## src/rtl/time_of_day_alarm_table_top_assert.svh

```systemverilog
// Assertion macros for the alarm table block.
// Used by the sequencer; expects clk and rst_n in scope.
`ifndef TIME_OF_DAY_ALARM_TABLE_TOP_ASSERT_SVH
`define TIME_OF_DAY_ALARM_TABLE_TOP_ASSERT_SVH

// Consequent checked in the same cycle as the antecedent.
`define TODAT_ASSERT_SAME(lbl, ante, cons, msg) \
  lbl: assert property (@(posedge clk) disable iff (!rst_n) (ante) |-> (cons)) else $error(msg);

// Consequent checked in the cycle after the antecedent.
`define TODAT_ASSERT_NEXT(lbl, ante, cons, msg) \
  lbl: assert property (@(posedge clk) disable iff (!rst_n) (ante) |=> (cons)) else $error(msg);

`endif

```

## src/rtl/todat_pkg.sv

```systemverilog
// Shared types and constants of the alarm table block.
// No dependencies; used by the input interface and all modules.
package todat_pkg;

  localparam int TABLE_DEPTH_DEF = 16;
  localparam int POS_W = 4;

  // Item kinds
  localparam logic [1:0] KIND_ADD   = 2'd0;
  localparam logic [1:0] KIND_DEL   = 2'd1;
  localparam logic [1:0] KIND_CLEAR = 2'd2;
  localparam logic [1:0] KIND_TIME  = 2'd3;

  // One stored alarm, 30 bits
  typedef struct packed {
    logic [4:0]  hour;
    logic [5:0]  minute;
    logic        one_shot;
    logic        switch_on;
    logic        blink_mode;
    logic [15:0] blink_length;
  } entry_t;

  // One result beat
  typedef struct packed {
    logic        status;
    logic        fired;
    logic        do_switch_on;
    logic        do_blink;
    logic [15:0] blink_time;
    logic        last;
  } res_t;

  localparam res_t RES_NONE = '0;

  // Request to the compare unit
  typedef struct packed {
    logic       time_mode;
    logic       target;
    logic [4:0] hour;
    logic [5:0] minute;
  } cmp_req_t;

  // Verdict of the compare unit
  typedef struct packed {
    logic match;
    logic drop;
  } cmp_res_t;

endpackage

```

## src/rtl/todat_if.sv

```systemverilog
// Valid/ready channel interfaces of the alarm table block.
// Depends on todat_pkg for the field layout.
interface todat_in_if;
  logic        valid;
  logic        ready;
  logic [1:0]  kind;
  logic [4:0]  hour;
  logic [5:0]  minute;
  logic        one_shot;
  logic        switch_on;
  logic        blink_mode;
  logic [15:0] blink_length;
  logic [todat_pkg::POS_W-1:0] position;

  modport source (output valid, kind, hour, minute, one_shot, switch_on, blink_mode,
                  blink_length, position, input ready);
  modport sink (input valid, kind, hour, minute, one_shot, switch_on, blink_mode,
                blink_length, position, output ready);
endinterface

interface todat_out_if;
  logic        valid;
  logic        ready;
  logic        status;
  logic        fired;
  logic        do_switch_on;
  logic        do_blink;
  logic [15:0] blink_time;
  logic        last;

  modport source (output valid, status, fired, do_switch_on, do_blink, blink_time, last,
                  input ready);
  modport sink (input valid, status, fired, do_switch_on, do_blink, blink_time, last,
                output ready);
endinterface

```

## src/rtl/todat_ram.sv

```systemverilog
// Entry memory: one write port, one read port with registered read data.
// Depends on todat_pkg for the entry layout.
module todat_ram #(
  parameter int DEPTH = todat_pkg::TABLE_DEPTH_DEF,
  parameter int AW    = (DEPTH > 1) ? $clog2(DEPTH) : 1
) (
  input  logic                clk,
  input  logic                we,
  input  logic [AW-1:0]       waddr,
  input  todat_pkg::entry_t   wdata,
  input  logic                re,
  input  logic [AW-1:0]       raddr,
  output todat_pkg::entry_t   rdata
);

  todat_pkg::entry_t mem [DEPTH];
  todat_pkg::entry_t rdata_r;

  // Write entry
  always_ff @(posedge clk) begin
    if (we) begin
      mem[waddr] <= wdata;
    end
  end

  // Read entry, hold data while no read is issued
  always_ff @(posedge clk) begin
    if (re) begin
      rdata_r <= mem[raddr];
    end
  end

  assign rdata = rdata_r;

endmodule

```

## src/rtl/todat_cmp.sv

```systemverilog
// Shared compare unit: decides whether the entry under the walk fires
// and whether it leaves the table. Depends on todat_pkg.
module todat_cmp (
  input  todat_pkg::entry_t   entry,
  input  todat_pkg::cmp_req_t req,
  output todat_pkg::cmp_res_t res
);

  logic hit;

  // Exact bit compare of hour and minute
  assign hit = (entry.hour == req.hour) && (entry.minute == req.minute);

  always_comb begin
    res.match = req.time_mode && hit;
    // A fired one-shot entry leaves; in delete mode the target leaves
    res.drop  = req.time_mode ? (hit && entry.one_shot) : req.target;
  end

endmodule

```

## src/rtl/todat_seq.sv

```systemverilog
// Sequencer of the alarm table: takes items, walks the table with
// compaction, holds the pending and output result. Depends on todat_pkg.
`include "time_of_day_alarm_table_top_assert.svh"
module todat_seq #(
  parameter int DEPTH = todat_pkg::TABLE_DEPTH_DEF,
  parameter int AW    = (DEPTH > 1) ? $clog2(DEPTH) : 1,
  parameter int CW    = $clog2(DEPTH + 1)
) (
  input  logic                 clk,
  input  logic                 rst_n,
  todat_in_if.sink             in_ch,
  todat_out_if.source          out_ch,
  output logic                 mem_we,
  output logic [AW-1:0]        mem_waddr,
  output todat_pkg::entry_t    mem_wdata,
  output logic                 mem_re,
  output logic [AW-1:0]        mem_raddr,
  input  todat_pkg::entry_t    mem_rdata,
  output todat_pkg::cmp_req_t  cmp_req,
  input  todat_pkg::cmp_res_t  cmp_res
);

  localparam int XW = (CW > todat_pkg::POS_W) ? CW : todat_pkg::POS_W;
  localparam logic [CW-1:0] DEPTH_C = CW'(DEPTH);

  typedef enum logic [2:0] {
    S_IDLE  = 3'b001,
    S_WALK  = 3'b010,
    S_FLUSH = 3'b100
  } state_t;

  state_t          state_r, state_nxt;
  logic [CW-1:0]   cnt_r, cnt_nxt;
  logic [CW-1:0]   rd_r, rd_nxt;
  logic [CW-1:0]   wr_r, wr_nxt;
  logic [CW-1:0]   pos_r, pos_nxt;
  logic            mode_r, mode_nxt;
  logic [4:0]      hour_r, hour_nxt;
  logic [5:0]      min_r, min_nxt;
  todat_pkg::res_t pend_r, pend_nxt;
  logic            pend_v_r, pend_v_nxt;
  todat_pkg::res_t out_r, out_nxt;
  logic            out_v_r, out_v_nxt;
  logic            out_free;
  logic            pos_bad;
  logic [CW-1:0]   pos_c;
  logic            full;

  assign out_free = !out_v_r || out_ch.ready;
  assign pos_bad  = XW'(in_ch.position) >= XW'(cnt_r);
  assign pos_c    = CW'(in_ch.position);
  assign full     = (cnt_r == DEPTH_C);

  assign in_ch.ready = (state_r == S_IDLE);

  // Compare request for the entry under the walk
  always_comb begin
    cmp_req.time_mode = mode_r;
    cmp_req.target    = (rd_r == pos_r);
    cmp_req.hour      = hour_r;
    cmp_req.minute    = min_r;
  end

  // Sequencer
  always_comb begin
    state_nxt  = state_r;
    cnt_nxt    = cnt_r;
    rd_nxt     = rd_r;
    wr_nxt     = wr_r;
    pos_nxt    = pos_r;
    mode_nxt   = mode_r;
    hour_nxt   = hour_r;
    min_nxt    = min_r;
    pend_nxt   = pend_r;
    pend_v_nxt = pend_v_r;
    out_nxt    = out_r;
    out_v_nxt  = out_v_r && !out_ch.ready;
    mem_we     = 1'b0;
    mem_waddr  = wr_r[AW-1:0];
    mem_wdata  = mem_rdata;
    mem_re     = 1'b0;
    mem_raddr  = rd_r[AW-1:0];
    case (state_r)
      S_IDLE: begin
        if (in_ch.valid) begin
          hour_nxt = in_ch.hour;
          min_nxt  = in_ch.minute;
          mode_nxt = (in_ch.kind == todat_pkg::KIND_TIME);
          pos_nxt  = pos_c;
          case (in_ch.kind)
            todat_pkg::KIND_ADD: begin
              // Append at the end unless full
              pend_nxt        = todat_pkg::RES_NONE;
              pend_nxt.status = full;
              pend_nxt.last   = 1'b1;
              pend_v_nxt      = 1'b1;
              if (!full) begin
                mem_we                 = 1'b1;
                mem_waddr              = cnt_r[AW-1:0];
                mem_wdata.hour         = in_ch.hour;
                mem_wdata.minute       = in_ch.minute;
                mem_wdata.one_shot     = in_ch.one_shot;
                mem_wdata.switch_on    = in_ch.switch_on;
                mem_wdata.blink_mode   = in_ch.blink_mode;
                mem_wdata.blink_length = in_ch.blink_length;
                cnt_nxt                = cnt_r + CW'(1);
              end
              state_nxt = S_FLUSH;
            end
            todat_pkg::KIND_CLEAR: begin
              cnt_nxt       = '0;
              pend_nxt      = todat_pkg::RES_NONE;
              pend_nxt.last = 1'b1;
              pend_v_nxt    = 1'b1;
              state_nxt     = S_FLUSH;
            end
            todat_pkg::KIND_DEL: begin
              if (pos_bad) begin
                pend_nxt        = todat_pkg::RES_NONE;
                pend_nxt.status = 1'b1;
                pend_nxt.last   = 1'b1;
                pend_v_nxt      = 1'b1;
                state_nxt       = S_FLUSH;
              end else begin
                // Compact from the deleted position onward
                rd_nxt     = pos_c;
                wr_nxt     = pos_c;
                mem_re     = 1'b1;
                mem_raddr  = pos_c[AW-1:0];
                pend_v_nxt = 1'b0;
                state_nxt  = S_WALK;
              end
            end
            default: begin
              // Time check walks the whole table
              rd_nxt     = '0;
              wr_nxt     = '0;
              mem_re     = 1'b1;
              mem_raddr  = '0;
              pend_v_nxt = 1'b0;
              state_nxt  = S_WALK;
            end
          endcase
        end
      end
      S_WALK: begin
        if (rd_r == cnt_r) begin
          // Walk done: new count, mark the final result
          cnt_nxt = wr_r;
          if (!pend_v_r) begin
            pend_nxt = todat_pkg::RES_NONE;
          end
          pend_nxt.last = 1'b1;
          pend_v_nxt    = 1'b1;
          state_nxt     = S_FLUSH;
        end else if (!(cmp_res.match && pend_v_r && !out_free)) begin
          if (cmp_res.match) begin
            // Push the earlier match out, hold the new one
            if (pend_v_r) begin
              out_v_nxt = 1'b1;
              out_nxt   = pend_r;
            end
            pend_nxt.status       = 1'b0;
            pend_nxt.fired        = 1'b1;
            pend_nxt.do_switch_on = mem_rdata.switch_on;
            pend_nxt.do_blink     = mem_rdata.blink_mode;
            pend_nxt.blink_time   = mem_rdata.blink_length;
            pend_nxt.last         = 1'b0;
            pend_v_nxt            = 1'b1;
          end
          // Keep the entry: write it back at the compacted slot
          if (!cmp_res.drop) begin
            mem_we    = 1'b1;
            mem_waddr = wr_r[AW-1:0];
            mem_wdata = mem_rdata;
            wr_nxt    = wr_r + CW'(1);
          end
          rd_nxt    = rd_r + CW'(1);
          mem_re    = 1'b1;
          mem_raddr = rd_nxt[AW-1:0];
        end
      end
      S_FLUSH: begin
        if (out_free) begin
          out_v_nxt  = 1'b1;
          out_nxt    = pend_r;
          pend_v_nxt = 1'b0;
          state_nxt  = S_IDLE;
        end
      end
      default: begin
        state_nxt = S_IDLE;
      end
    endcase
  end

  // Control registers
  always_ff @(posedge clk) begin
    if (!rst_n) begin
      state_r  <= S_IDLE;
      cnt_r    <= '0;
      pend_v_r <= 1'b0;
      out_v_r  <= 1'b0;
    end else begin
      state_r  <= state_nxt;
      cnt_r    <= cnt_nxt;
      pend_v_r <= pend_v_nxt;
      out_v_r  <= out_v_nxt;
    end
  end

  // Payload and walk registers
  always_ff @(posedge clk) begin
    rd_r   <= rd_nxt;
    wr_r   <= wr_nxt;
    pos_r  <= pos_nxt;
    mode_r <= mode_nxt;
    hour_r <= hour_nxt;
    min_r  <= min_nxt;
    pend_r <= pend_nxt;
    out_r  <= out_nxt;
  end

  assign out_ch.valid        = out_v_r;
  assign out_ch.status       = out_r.status;
  assign out_ch.fired        = out_r.fired;
  assign out_ch.do_switch_on = out_r.do_switch_on;
  assign out_ch.do_blink     = out_r.do_blink;
  assign out_ch.blink_time   = out_r.blink_time;
  assign out_ch.last         = out_r.last;

  `TODAT_ASSERT_NEXT(a_busy, in_ch.valid && in_ch.ready, !in_ch.ready, "not busy after accept")
  `TODAT_ASSERT_SAME(a_count_bound, 1'b1, cnt_r <= DEPTH_C, "entry count beyond table depth")
  `TODAT_ASSERT_SAME(a_walk, state_r == S_WALK, wr_r <= rd_r && rd_r <= cnt_r, "walk out of order")
  `TODAT_ASSERT_SAME(a_flush_pending, state_r == S_FLUSH, pend_v_r, "flush with no result")

endmodule

```

## src/rtl/time_of_day_alarm_table_top.sv

```systemverilog
// Alarm table top: add, delete, clear and time check over one entry memory.
// Add, clear and failed delete set a pending beat, sent out from the flush state.
// Delete walks from its position and time check from the start, one entry a cycle
// from one memory read port, unless a second match waits on a stalled output.
// Only one item is taken at a time; a new one waits until the block is idle.
// Reset (rst_n low, synchronous) empties the table; no clearing pass.
module time_of_day_alarm_table_top #(
  parameter int TABLE_DEPTH = todat_pkg::TABLE_DEPTH_DEF
) (
  input  logic          clk,
  input  logic          rst_n,
  todat_in_if.sink      in_ch,
  todat_out_if.source   out_ch
);

  localparam int AW = (TABLE_DEPTH > 1) ? $clog2(TABLE_DEPTH) : 1;
  localparam int CW = $clog2(TABLE_DEPTH + 1);

  logic                mem_we;
  logic [AW-1:0]       mem_waddr;
  todat_pkg::entry_t   mem_wdata;
  logic                mem_re;
  logic [AW-1:0]       mem_raddr;
  todat_pkg::entry_t   mem_rdata;
  todat_pkg::cmp_req_t cmp_req;
  todat_pkg::cmp_res_t cmp_res;

  todat_ram #(
    .DEPTH (TABLE_DEPTH),
    .AW    (AW)
  ) u_ram (
    .clk   (clk),
    .we    (mem_we),
    .waddr (mem_waddr),
    .wdata (mem_wdata),
    .re    (mem_re),
    .raddr (mem_raddr),
    .rdata (mem_rdata)
  );

  todat_cmp u_cmp (
    .entry (mem_rdata),
    .req   (cmp_req),
    .res   (cmp_res)
  );

  todat_seq #(
    .DEPTH (TABLE_DEPTH),
    .AW    (AW),
    .CW    (CW)
  ) u_seq (
    .clk       (clk),
    .rst_n     (rst_n),
    .in_ch     (in_ch),
    .out_ch    (out_ch),
    .mem_we    (mem_we),
    .mem_waddr (mem_waddr),
    .mem_wdata (mem_wdata),
    .mem_re    (mem_re),
    .mem_raddr (mem_raddr),
    .mem_rdata (mem_rdata),
    .cmp_req   (cmp_req),
    .cmp_res   (cmp_res)
  );

endmodule

```

## src/flat_wrapper.sv

```systemverilog
// flat-port wrapper written by rule: the top's interface ports become plain ports
module time_of_day_alarm_table_top_flat 
#(
  parameter int TABLE_DEPTH = todat_pkg::TABLE_DEPTH_DEF
)
  (clk, rst_n, in_ch_valid, in_ch_kind, in_ch_hour, in_ch_minute, in_ch_one_shot, in_ch_switch_on, in_ch_blink_mode, in_ch_blink_length, in_ch_position, in_ch_ready, out_ch_valid, out_ch_status, out_ch_fired, out_ch_do_switch_on, out_ch_do_blink, out_ch_blink_time, out_ch_last, out_ch_ready);
  todat_in_if in_ch_i ();
  todat_out_if out_ch_i ();
  input  logic clk;
  input  logic rst_n;
  input wire logic [$bits(in_ch_i.valid)-1:0] in_ch_valid;
  input wire logic [$bits(in_ch_i.kind)-1:0] in_ch_kind;
  input wire logic [$bits(in_ch_i.hour)-1:0] in_ch_hour;
  input wire logic [$bits(in_ch_i.minute)-1:0] in_ch_minute;
  input wire logic [$bits(in_ch_i.one_shot)-1:0] in_ch_one_shot;
  input wire logic [$bits(in_ch_i.switch_on)-1:0] in_ch_switch_on;
  input wire logic [$bits(in_ch_i.blink_mode)-1:0] in_ch_blink_mode;
  input wire logic [$bits(in_ch_i.blink_length)-1:0] in_ch_blink_length;
  input wire logic [$bits(in_ch_i.position)-1:0] in_ch_position;
  output wire logic [$bits(in_ch_i.ready)-1:0] in_ch_ready;
  output wire logic [$bits(out_ch_i.valid)-1:0] out_ch_valid;
  output wire logic [$bits(out_ch_i.status)-1:0] out_ch_status;
  output wire logic [$bits(out_ch_i.fired)-1:0] out_ch_fired;
  output wire logic [$bits(out_ch_i.do_switch_on)-1:0] out_ch_do_switch_on;
  output wire logic [$bits(out_ch_i.do_blink)-1:0] out_ch_do_blink;
  output wire logic [$bits(out_ch_i.blink_time)-1:0] out_ch_blink_time;
  output wire logic [$bits(out_ch_i.last)-1:0] out_ch_last;
  input wire logic [$bits(out_ch_i.ready)-1:0] out_ch_ready;
  assign in_ch_i.valid = in_ch_valid;
  assign in_ch_i.kind = in_ch_kind;
  assign in_ch_i.hour = in_ch_hour;
  assign in_ch_i.minute = in_ch_minute;
  assign in_ch_i.one_shot = in_ch_one_shot;
  assign in_ch_i.switch_on = in_ch_switch_on;
  assign in_ch_i.blink_mode = in_ch_blink_mode;
  assign in_ch_i.blink_length = in_ch_blink_length;
  assign in_ch_i.position = in_ch_position;
  assign in_ch_ready = in_ch_i.ready;
  assign out_ch_valid = out_ch_i.valid;
  assign out_ch_status = out_ch_i.status;
  assign out_ch_fired = out_ch_i.fired;
  assign out_ch_do_switch_on = out_ch_i.do_switch_on;
  assign out_ch_do_blink = out_ch_i.do_blink;
  assign out_ch_blink_time = out_ch_i.blink_time;
  assign out_ch_last = out_ch_i.last;
  assign out_ch_i.ready = out_ch_ready;
  time_of_day_alarm_table_top #(.TABLE_DEPTH(TABLE_DEPTH)) u_core (.clk(clk), .rst_n(rst_n), .in_ch(in_ch_i), .out_ch(out_ch_i));
endmodule
```

## config.mk

```make
export PLATFORM = sky130hd
export DESIGN_NAME = time_of_day_alarm_table_top_flat
export DESIGN_NICKNAME = d
export VERILOG_FILES = /design/src/rtl/todat_pkg.sv /design/src/rtl/todat_if.sv /design/src/rtl/todat_ram.sv /design/src/rtl/todat_cmp.sv /design/src/rtl/todat_seq.sv /design/src/rtl/time_of_day_alarm_table_top.sv /design/src/flat_wrapper.sv
export VERILOG_INCLUDE_DIRS = /design/src /design/src/rtl
export SDC_FILE = /design/constraint.sdc
export NUM_CORES = 1
export LEC_CHECK = 0
export ABC_AREA = 1
export BUFFER_PORTS_ARGS = -buffer_cell sky130_fd_sc_hd__buf_2
export CELL_PAD_IN_SITES_DETAIL_PLACEMENT = 0
export CELL_PAD_IN_SITES_GLOBAL_PLACEMENT = 2
export CORE_MARGIN = 5
export CORE_UTILIZATION = 33
export CTS_CLUSTER_DIAMETER = 60
export CTS_CLUSTER_SIZE = 25
export DETAILED_ROUTE_END_ITERATION = 6
export PLACE_DENSITY_LB_ADDON = 0.1
export SETUP_SLACK_MARGIN = 0.05
export SYNTH_ARGS = -nofsm -noshare
export SYNTH_HDL_FRONTEND = slang
export SYNTH_SLANG_ARGS = --single-unit
export TNS_END_PERCENT = 10
```

## constraint.sdc

```tcl
create_clock -name clk -period 3.99 [get_ports clk]
set_clock_uncertainty 0.2 [all_clocks]
set_input_delay 0 -clock clk [delete_from_list [all_inputs] [get_ports clk]]
set_output_delay 0 -clock clk [all_outputs]
set_load 0.05 [all_outputs]
```

==> run_results.csv <==
group,metric,value,unit
sta,fmax,279,MHz
critical_path,end_kind,"register",
synth,syn_area,25900,um^2
synth,ys_ff_latch,588,
critical_path,crit_fanout,39,
route,via_count,17800,
clocking,clockBufferDepth,3,
clocking,cts_setup_buffers,0,
global_route,antenna_found_initial,0,
clocking,cts_tree,"built",
synth,avgSynthCellArea,10.7,um^2
route,dr.pass1.iters,5,
clocking,clk_latency,0.64,ns
synth,yosys.area.top_type,"edfxtp_1",
global_route,grt_pass1_wl,122000,um
power,clkPwrFrac,0.296,
outcome,status,"finished, final reports clean",
floorplanning,initial_core_util,0.334,
global_route,first_global_vias,17500,
synth,synthCells,2412,
power,ir_drop,0.432,mV
floorplanning,die_h,290,um
route,routed_wl,82500,um
synth,yosysWarningCount,0,
worst_hold_path,holdCritPathClass,"in -> reg",
critical_path,required,4.18,ns
clocking,clk_pin_slew_worst_paths,0.07,ns
floorplanning,rows,102,
route,drc,0,
route,via_per_inst,4.86,
sta,finalSetupViolations,0,
place,hpwlAfterDp,45300,um
synth,synth.distinct_cells,40,
clocking,htree_levels,2,
sta,tightest_slew,1.11,ns
power,swShare,0.369,
final_layout,area_growth,20.0,%
global_route,grt.total_usage,0.193,
final_layout,drive_above_1_share,0.123,
global_route,grt_overflow,0,
floorplanning,io_pins,63,
sta,period_share,0.897,
synth,seq_area_frac_synth,0.678,
place,place_inst,3493,
sta,setup_tns,0,ns
sta,fin_crit,3.58,ns
route,drtIter0Drc,1323,
route,wl_per_cell,22.5,um
critical_path,cpPeakStageDelay,0.47,ns
power,seqPwrFrac,0.384,
route,ant_nets,0,
final_layout,diodes,0,
sta,relSlewSlack,0.254,
synth,ys_top_cells_by_area,"edfxtp_1 (67%), nand3_1 (9.1%), nand2_1 (8.3%)",
critical_path,critPathLaunch,"u_core.u_ram.rdata[24]$_DFFE_PP_",
synth,synth_common_cells,"edfxtp_1 (578), nand2_1 (571), nand3_1 (471), inv_1 (345), nand3b_1 (91)",
power,power_switching,7430,uW
sta,rsz0062_at_grt,"false",
synth,syn-num-nets,2464,
clocking,clkSinkCount,588,
worst_hold_path,min-delay-start,"in_ch_valid",
critical_path,cp-start-kind,"register",
power,power.density,648,nW/um^2
synth,synth_flop_cell,"edfxtp_1",
floorplanning,die_x,290,um
critical_path,r2r_start,"u_core.u_ram.rdata[24]$_DFFE_PP_",
flow_run,cap_violations,0,
critical_path,cp.buffers_inverters,2,
power,leakage,0.0123,uW
synth,ys_async_sr_fraction,0,
critical_path,crit_slowest_cell,"edfxtp_1",
place,gp_congestion,0.759,
floorplanning,core_area,77600,um^2
critical_path,crit_type,"reg -> reg",
place,portBuffers,62,
clocking,cts_buffers,59,
final_layout,fin_nets,2626,
critical_path,crit_family,"simple AND/OR/NAND/NOR gates",
global_route,grt_max_degree,99,
synth,yosysMostFrequentCell,"edfxtp_1",
clocking,cts_root_buffer,"clkbuf_16",
sta,slew_viol_final,0,
power,p_int,12700,uW
synth,yosys.area.top_type_share,0.670,
critical_path,cp.arrival,3.78,ns
synth,synth_edf_count,578,
sta,hold_viol_final,0,
final_layout,instances_no_fill,3662,
floorplanning,dieArea,84200,um^2
critical_path,crit_chain,"xnor2_1, nand2_1, nor2_2, nand4_4, a21oi_4, nand2_8, nand2_8, buf_12, buf_12, nand2_1, nand3_1, nand3_1, nand3_1, nand2_1",
power,p_comb_frac,0.320,
cells by family after synthesis:
kind of cell,share of synthesized area
AND/OR/NAND/NOR,0.217
flip-flops,0.678
buffers and inverters,0.0755
AO/OA/AOI/OAI,0.0211
adder cells (fa/ha/maj),0.00580
XOR/XNOR,0.00304
repair_timing:
action	in CTS	in global routing
endpoints found under the setup margin	0	1
hold buffers	60	0
endpoints found under the hold margin	547	0
gates resized for setup	0	1
state kept, by name, summed over array words and instances, names as in the netlist, 3 cells and up:
| register | cells |
|---|---|
| u_core.u_seq.state_r | 3 |
| u_core.u_ram.mem | 480 |
| u_core.u_seq.rd_r | 5 |
| u_core.u_ram.rdata | 30 |
| u_core.u_seq.pos_r | 4 |
| u_core.u_seq.out_ch.blink_time | 16 |
| u_core.u_seq.min_r | 6 |
| u_core.u_seq.wr_r | 5 |
| u_core.u_seq.hour_r | 5 |
| u_core.u_seq.pend_r | 21 |
| u_core.u_seq.cnt_r | 5 |
cell usage in the layout (no fill, tap or decap), types with 17 or more instances in the layout:
cell type	synthesis	final
nor2_4	0	17
a21oi_1	20	19
nand3_1	471	471
inv_1	345	344
o21ai_0	56	53
buf_2	52	62
buf_4	18	71
buf_12	0	36
nand2_1	571	569
nand3b_1	91	91
dlygate4sd3_1	0	60
nor2_1	61	44
clkbuf_16	0	61
edfxtp_1	578	578
worst paths after layout:
check                                          to  slack, ns  depth (start not counted)
min          u_core.u_seq.state_r[1]$_SDFFE_PN0P_       0.08                          4
min reg2reg   u_core.u_seq.out_ch.fired$_DFFE_PP_       0.22                          0
max              u_core.u_ram.rdata[12]$_DFFE_PP_       0.41                         14
max reg2reg      u_core.u_ram.rdata[12]$_DFFE_PP_       0.41                         14
per-stage QoR:
| stage | utilization | instance area [um^2] | power [uW] | hold WS, ns | setup slack, ns |
|---|---|---|---|---|---|
| final | 0.401 | 31100 | 20100 | 0.0834 | 0.409 |
| after global routing | 0.401 | 31100 | 21300 | 0.0908 | 0.171 |
| after global placement | 0.366 | 28400 | 14400 | 0.00299 | 0.363 |
| after floorplan | - | 25900 | 11800 | -0.101 | 0.0580 |
| after CTS | 0.401 | 31100 | 20500 | 0.0350 | 0.298 |
| after detailed placement | 0.366 | 28400 | 14400 | 0.00567 | 0.315 |
per-layer routing:
| layer | vias up | part of all wire | track usage |
|---|---|---|---|
| met1 | 8812 | 0.47 | 0.277 |
| li1 | 8486 | - | - |
| met3 | 93 | 0.045 | 0.0236 |
| met4 | 0 | 0.020 | 0.0420 |
| met5 | - | 0 | 0 |
| met2 | 410 | 0.47 | 0.316 |
worst min-delay path: cells and delay by family:
family                 cells  cell delay, ns
AO/OA/AOI/OAI              1            0.07
buffers and inverters      2            0.67
AND/OR/NAND/NOR            1            0.11
power groups by stage:
stage	Sequential, uW	Clock, uW	Combinational [uW]
6_report	7750	5950	6450
4_1_cts	7740	6150	6580
3_3_place_gp	7880	0	6500
2_1_floorplan	7890	0	3950
5_1_grt	7770	6380	7200
3_5_place_dp	7880	0	6500
layout make-up:
class	instances	area, um^2
clock buffer	65	1540
clock inverter	44	554
fill	7654	46500
inverter	355	1330
multi-input combinational	1340	6620
sequential	588	17600
tap	1040	1300
timing repair buffer	230	2180
(Power assumes the default switching activity.)
